$ cat src/rtl/rmq_pkg.sv
// Shared constants and types for the rotation matrix to quaternion pipeline.
`timescale 1ns / 1ps

package rmq_pkg;

    localparam int FRAC_BITS_DEF  = 16;
    localparam int DATA_WIDTH_DEF = 18;

    // Quaternion component that carries the square root term
    typedef enum logic [1:0] {
        SLOT_W = 2'd0,
        SLOT_X = 2'd1,
        SLOT_Y = 2'd2,
        SLOT_Z = 2'd3
    } slot_t;

endpackage

$ cat src/rtl/rmq_sqrt.sv
// Pipelined integer square root, one result bit per stage.
`timescale 1ns / 1ps

module rmq_sqrt import rmq_pkg::*; #(
    parameter int RTW = DATA_WIDTH_DEF,
    parameter int SBW = 8
) (
    input  logic              aclk,
    input  logic              aresetn,
    input  logic              en,
    input  logic              in_valid,
    input  logic [2*RTW-1:0]  in_val,
    input  logic [SBW-1:0]    in_sb,
    output logic              out_valid,
    output logic [RTW-1:0]    out_root,
    output logic [SBW-1:0]    out_sb
);

    localparam int VE   = 2 * RTW;
    localparam int REMW = RTW + 3;

    logic            valid_reg [0:RTW-1];
    logic [REMW-1:0] rem_reg   [0:RTW-1];
    logic [RTW-1:0]  root_reg  [0:RTW-1];
    logic [VE-1:0]   val_reg   [0:RTW-1];
    logic [SBW-1:0]  sb_reg    [0:RTW-1];

    for (genvar s = 0; s < RTW; s++) begin : g_stage
        logic            v_in;
        logic [REMW-1:0] rem_in;
        logic [RTW-1:0]  root_in;
        logic [VE-1:0]   val_in;
        logic [SBW-1:0]  sb_in;
        logic [REMW-1:0] cur, trial, rem_next;
        logic [RTW-1:0]  root_next;
        logic [VE-1:0]   val_next;

        if (s == 0) begin : g_first
            assign v_in    = in_valid;
            assign rem_in  = '0;
            assign root_in = '0;
            assign val_in  = in_val;
            assign sb_in   = in_sb;
        end else begin : g_rest
            assign v_in    = valid_reg[s-1];
            assign rem_in  = rem_reg[s-1];
            assign root_in = root_reg[s-1];
            assign val_in  = val_reg[s-1];
            assign sb_in   = sb_reg[s-1];
        end

        always_comb begin
            cur   = {rem_in[REMW-3:0], val_in[VE-1 -: 2]};
            trial = REMW'({root_in, 2'b01});
            if (cur >= trial) begin
                rem_next  = cur - trial;
                root_next = {root_in[RTW-2:0], 1'b1};
            end else begin
                rem_next  = cur;
                root_next = {root_in[RTW-2:0], 1'b0};
            end
            val_next = val_in << 2;
        end

        always_ff @(posedge aclk) begin
            if (!aresetn) begin
                valid_reg[s] <= 1'b0;
            end else if (en) begin
                valid_reg[s] <= v_in;
            end
        end

        always_ff @(posedge aclk) begin
            if (en) begin
                rem_reg[s]  <= rem_next;
                root_reg[s] <= root_next;
                val_reg[s]  <= val_next;
                sb_reg[s]   <= sb_in;
            end
        end
    end

    assign out_valid = valid_reg[RTW-1];
    assign out_root  = root_reg[RTW-1];
    assign out_sb    = sb_reg[RTW-1];

endmodule

$ cat config.mk
export PLATFORM = sky130hd
export DESIGN_NAME = rmq_sqrt
export DESIGN_NICKNAME = d
export VERILOG_FILES = /design/src/rtl/rmq_pkg.sv /design/src/rtl/rmq_sqrt.sv
export SDC_FILE = /design/constraint.sdc
export NUM_CORES = 1
export LEC_CHECK = 0
export BUFFER_PORTS_ARGS = -buffer_cell sky130_fd_sc_hd__clkbuf_2
export CORE_ASPECT_RATIO = 1.1
export CORE_MARGIN = 4
export CORE_UTILIZATION = 60
export CTS_CLUSTER_SIZE = 20
export DETAILED_ROUTE_END_ITERATION = 8
export MAX_ROUTING_LAYER = met4
export PLACE_DENSITY = 0.77
export SLEW_MARGIN = 20
export SYNTH_ARGS = -nofsm -noshare
export SYNTH_HDL_FRONTEND = slang
export SYNTH_SLANG_ARGS = --single-unit
$ cat constraint.sdc
create_clock -name aclk -period 3.6 [get_ports aclk]
set_input_delay 0.18 -clock aclk [delete_from_list [all_inputs] [get_ports aclk]]
set_output_delay 0.18 -clock aclk [all_outputs]
set_load 0.01 [all_outputs]
==> results.cfg <==
[timing]
tightest_slew_ns = 0.768
finalClockSkew_ns = 0.0427
rsz0062_at_grt = false
fmax_ghz = 0.316
post-route-min-period_ns = 3.17
relSlewSlack_pct = 48.3
finalSetupTns_ns = 0
timing.final.hold_violations = 0
fin_crit_sh_pct = 88.0
whs_ns = 0.0425
setup_violations = 0
maxSlewViolCount = 0

[place]
post-dp-hpwl_mm = 48.0
gp_congestion = 0.975
port_buffers = 74
placed_cells = 3830

[synth]
synth_area_per_cell_sq_um = 14.0
synth_top_cell_by_area = edfxtp_1
ys_warn_count = 0
synth-async-reset-ratio_pct = 0
synth_area_sq_um = 40800
synth-edff-count = 939
ys_top_cells_by_area = edfxtp_1 (69%), ha_1 (5.8%), xor2_1 (2.4%)
ys_types = 78
synthCells = 2914
synth_fp_nets = 3152
ys_seq_elements = 940
synth-main-ff-cell = edfxtp_1
yosysSeqAreaShare_pct = 69.2
synthDominantCellAreaShare_pct = 69.2

[global_routing]
overflow = 0
grt_pass1_wl_mm = 119
grt_usage_pct = 20.7
antenna_found_initial = 0
grt_max_degree = 129
grt_pass1_vias = 23500

[final_layout]
fin_util_pct = 68.6
finalNetCount = 3350
area_growth_pct = 12.6
antennaDiodeCount = 0
largest_reg_flops = 306
drive_gt1_share_pct = 8.79
stdcell_count = 4043

[setup_path]
cp-end-kind = register
rrSetupSlack_ns = 0.43
arrival_ns = 3.56
required_ns = 4.00
cpPeakStageDelay_ns = 0.42
r2r-start = rem_reg[14][1]
cp_cell_sequence = ha_1 -> or3_1 -> o22ai_1 -> and2_1 -> o21ai_0 -> a21oi_2 -> buf_4 -> a211oi_1 -> a21o_1
rr_worst_depth = 9
slowest_stage = edfxtp_1
worstPathMaxFanout = 29
r2r_end = rem_reg[15][4]
critPathLaunchType = register
criticalPathCategory = reg -> reg

[clocking]
cts-root-buf = clkbuf_16
cts_max_path_buffers = 3
cts_resized = 0
numCtsBuffers = 91
cts_tree = yes
clk_latency_ns = 0.65
clk_pin_slew_ns = 0.06
htree_levels = 3
cts.sinks = 940
post_cts_buffers = 0

[pwr]
total_leakage_power_nw = 17.6
p_per_area_nw_per_um2 = 597
finalPower_mw = 27.4
peakVddDrop_uv = 444

[floorplanning]
initial_core_util_pct = 61.0
num_rows = 99
die_h_um = 281
io_pins = 75
die-area_sq_um = 72200
core_sq_um = 66900
die_x_um = 257

[detailed_routing]
drtPass1Iterations = 6
drc_errors = 0
routed_wirelength_mm = 72.7
wl_met1_mm = 29.8
routed.top_layer = met4
vias_per_cell = 5.76
wl_met2_mm = 38.3
wire_per_inst_um = 18.0
dr.first_iter.drc_count = 1630
routed-via-count = 23300
ant_nets = 0
routed-wl-met3_mm = 2.96

[job]
max_cap_violations = 0

[min_path]
hold_class = in -> reg
min_delay_path_depth = 1
min_to = sb_reg[0][2]
hp-start = en

[run_status]
status = complete, no violations
-- synthesized netlist by cell type, types with 12 or more instances --
cell / instances
nand2b_1: 30
clkbuf_1: 40
nor3_1: 78
inv_1: 234
nor4_1: 25
and2_1: 12
xor2_1: 113
and3_1: 31
or4_1: 14
o21bai_1: 13
nor2_1: 179
nand3_1: 46
nand2_1: 188
nand4_1: 30
a21o_1: 50
o211ai_1: 14
a211oi_1: 14
o21ai_0: 146
or3_1: 27
edfxtp_1: 939
mux2_2: 19
ha_1: 190
o31ai_1: 28
a21oi_1: 146
xnor2_1: 108
o21a_1: 41
nor2b_1: 36
a31oi_1: 13
-- per-stage QoR --
stage	area [sq um]	setup slack (ns)
after CTS	45900	0.470
after global routing	45900	0.243
final	45900	0.432
after detailed placement	42400	0.478
after global placement	42400	0.586
after floorplan	40800	0.844
-- critical path, delay by kind of cell, from the launching register on --
kind            cells  cell delay [ns]
simple gates        2             0.62
flops               1             0.42
compound gates      5             1.25
fa+ha+maj           1             0.28
buf+inv             1             0.35
-- per-layer routing --
metal,global-route usage (%),vias to the layer above
li1,-,11200
met1,25.0,11300
met2,36.7,578
met3,2.79,155
met4,6.17,0
met5,-,-
-- cell usage in the layout (no fill, tap or decap), drive strengths merged, types with 7 or more instances in the layout --
master         n
o31ai         28
o21ai        147
nand2        188
buf           29
clkbuf       182
nand3b         7
nand2b        30
or3           27
a211oi        15
nor2b         36
o211ai        14
nor2         180
a31oi         13
a21boi         7
clkinv        37
or4           14
o21bai        14
nor3b         10
nand4         30
nor4          25
xnor2        108
bufinv         9
a21oi        146
nor3          78
nand3         46
o21a          41
and3          31
ha           190
xor2         113
a21o          50
and2          12
dlygate4sd3   47
mux2          19
edfxtp       939
inv          239
-- timing repair --
action	4_1_cts	5_1_grt
hold endpoints to repair	47	0
hold buffers	47	0
setup endpoints to repair	0	0
-- where the power goes --
group	total (mW)	leakage, nW	internal [mW]	switching, mW
combinational	3.74	7.07	1.59	2.15
sequential	14.1	9.06	13.5	0.632
clock	9.56	1.47	5.45	4.11
total	27.4	17.6	20.5	6.88
-- kinds of logic after synthesis --
kind of cell / Yosys count / share of synthesized area (%)
compound gates: 524 / 8.01
xor+xnor: 221 / 4.75
fa+ha+maj: 190 / 5.83
buf+inv: 278 / 2.57
flops: 940 / 69.2
mux: 24 / 0.648
other cells: 1 / 0.00920
simple gates: 736 / 8.96
-- worst max path at each step --
stage                        start              to  slack [ns]  cells after the start
global route        rem_reg[10][2]  rem_reg[11][3]        0.24                      8
CTS                  rem_reg[3][3]   rem_reg[4][8]        0.47                      8
finish              rem_reg[14][1]  rem_reg[15][4]        0.43                      9
floorplan            rem_reg[3][3]   rem_reg[4][2]        0.84                      9
detailed placement   rem_reg[3][3]   rem_reg[4][8]        0.48                      8
global placement    rem_reg[10][2]  rem_reg[11][4]        0.59                      7
-- layout make-up --
type | instances | area, sq um
Clock buffer | 109 | 2390
Inverter | 234 | 878
Sequential cell | 940 | 28200
Clock inverter | 57 | 636
Multi-Input combinational cell | 1696 | 11500
Tap cell | 858 | 1070
Timing Repair Buffer | 149 | 1170
Fill cell | 4367 | 21000
Power figures use the tool's default switching activity.
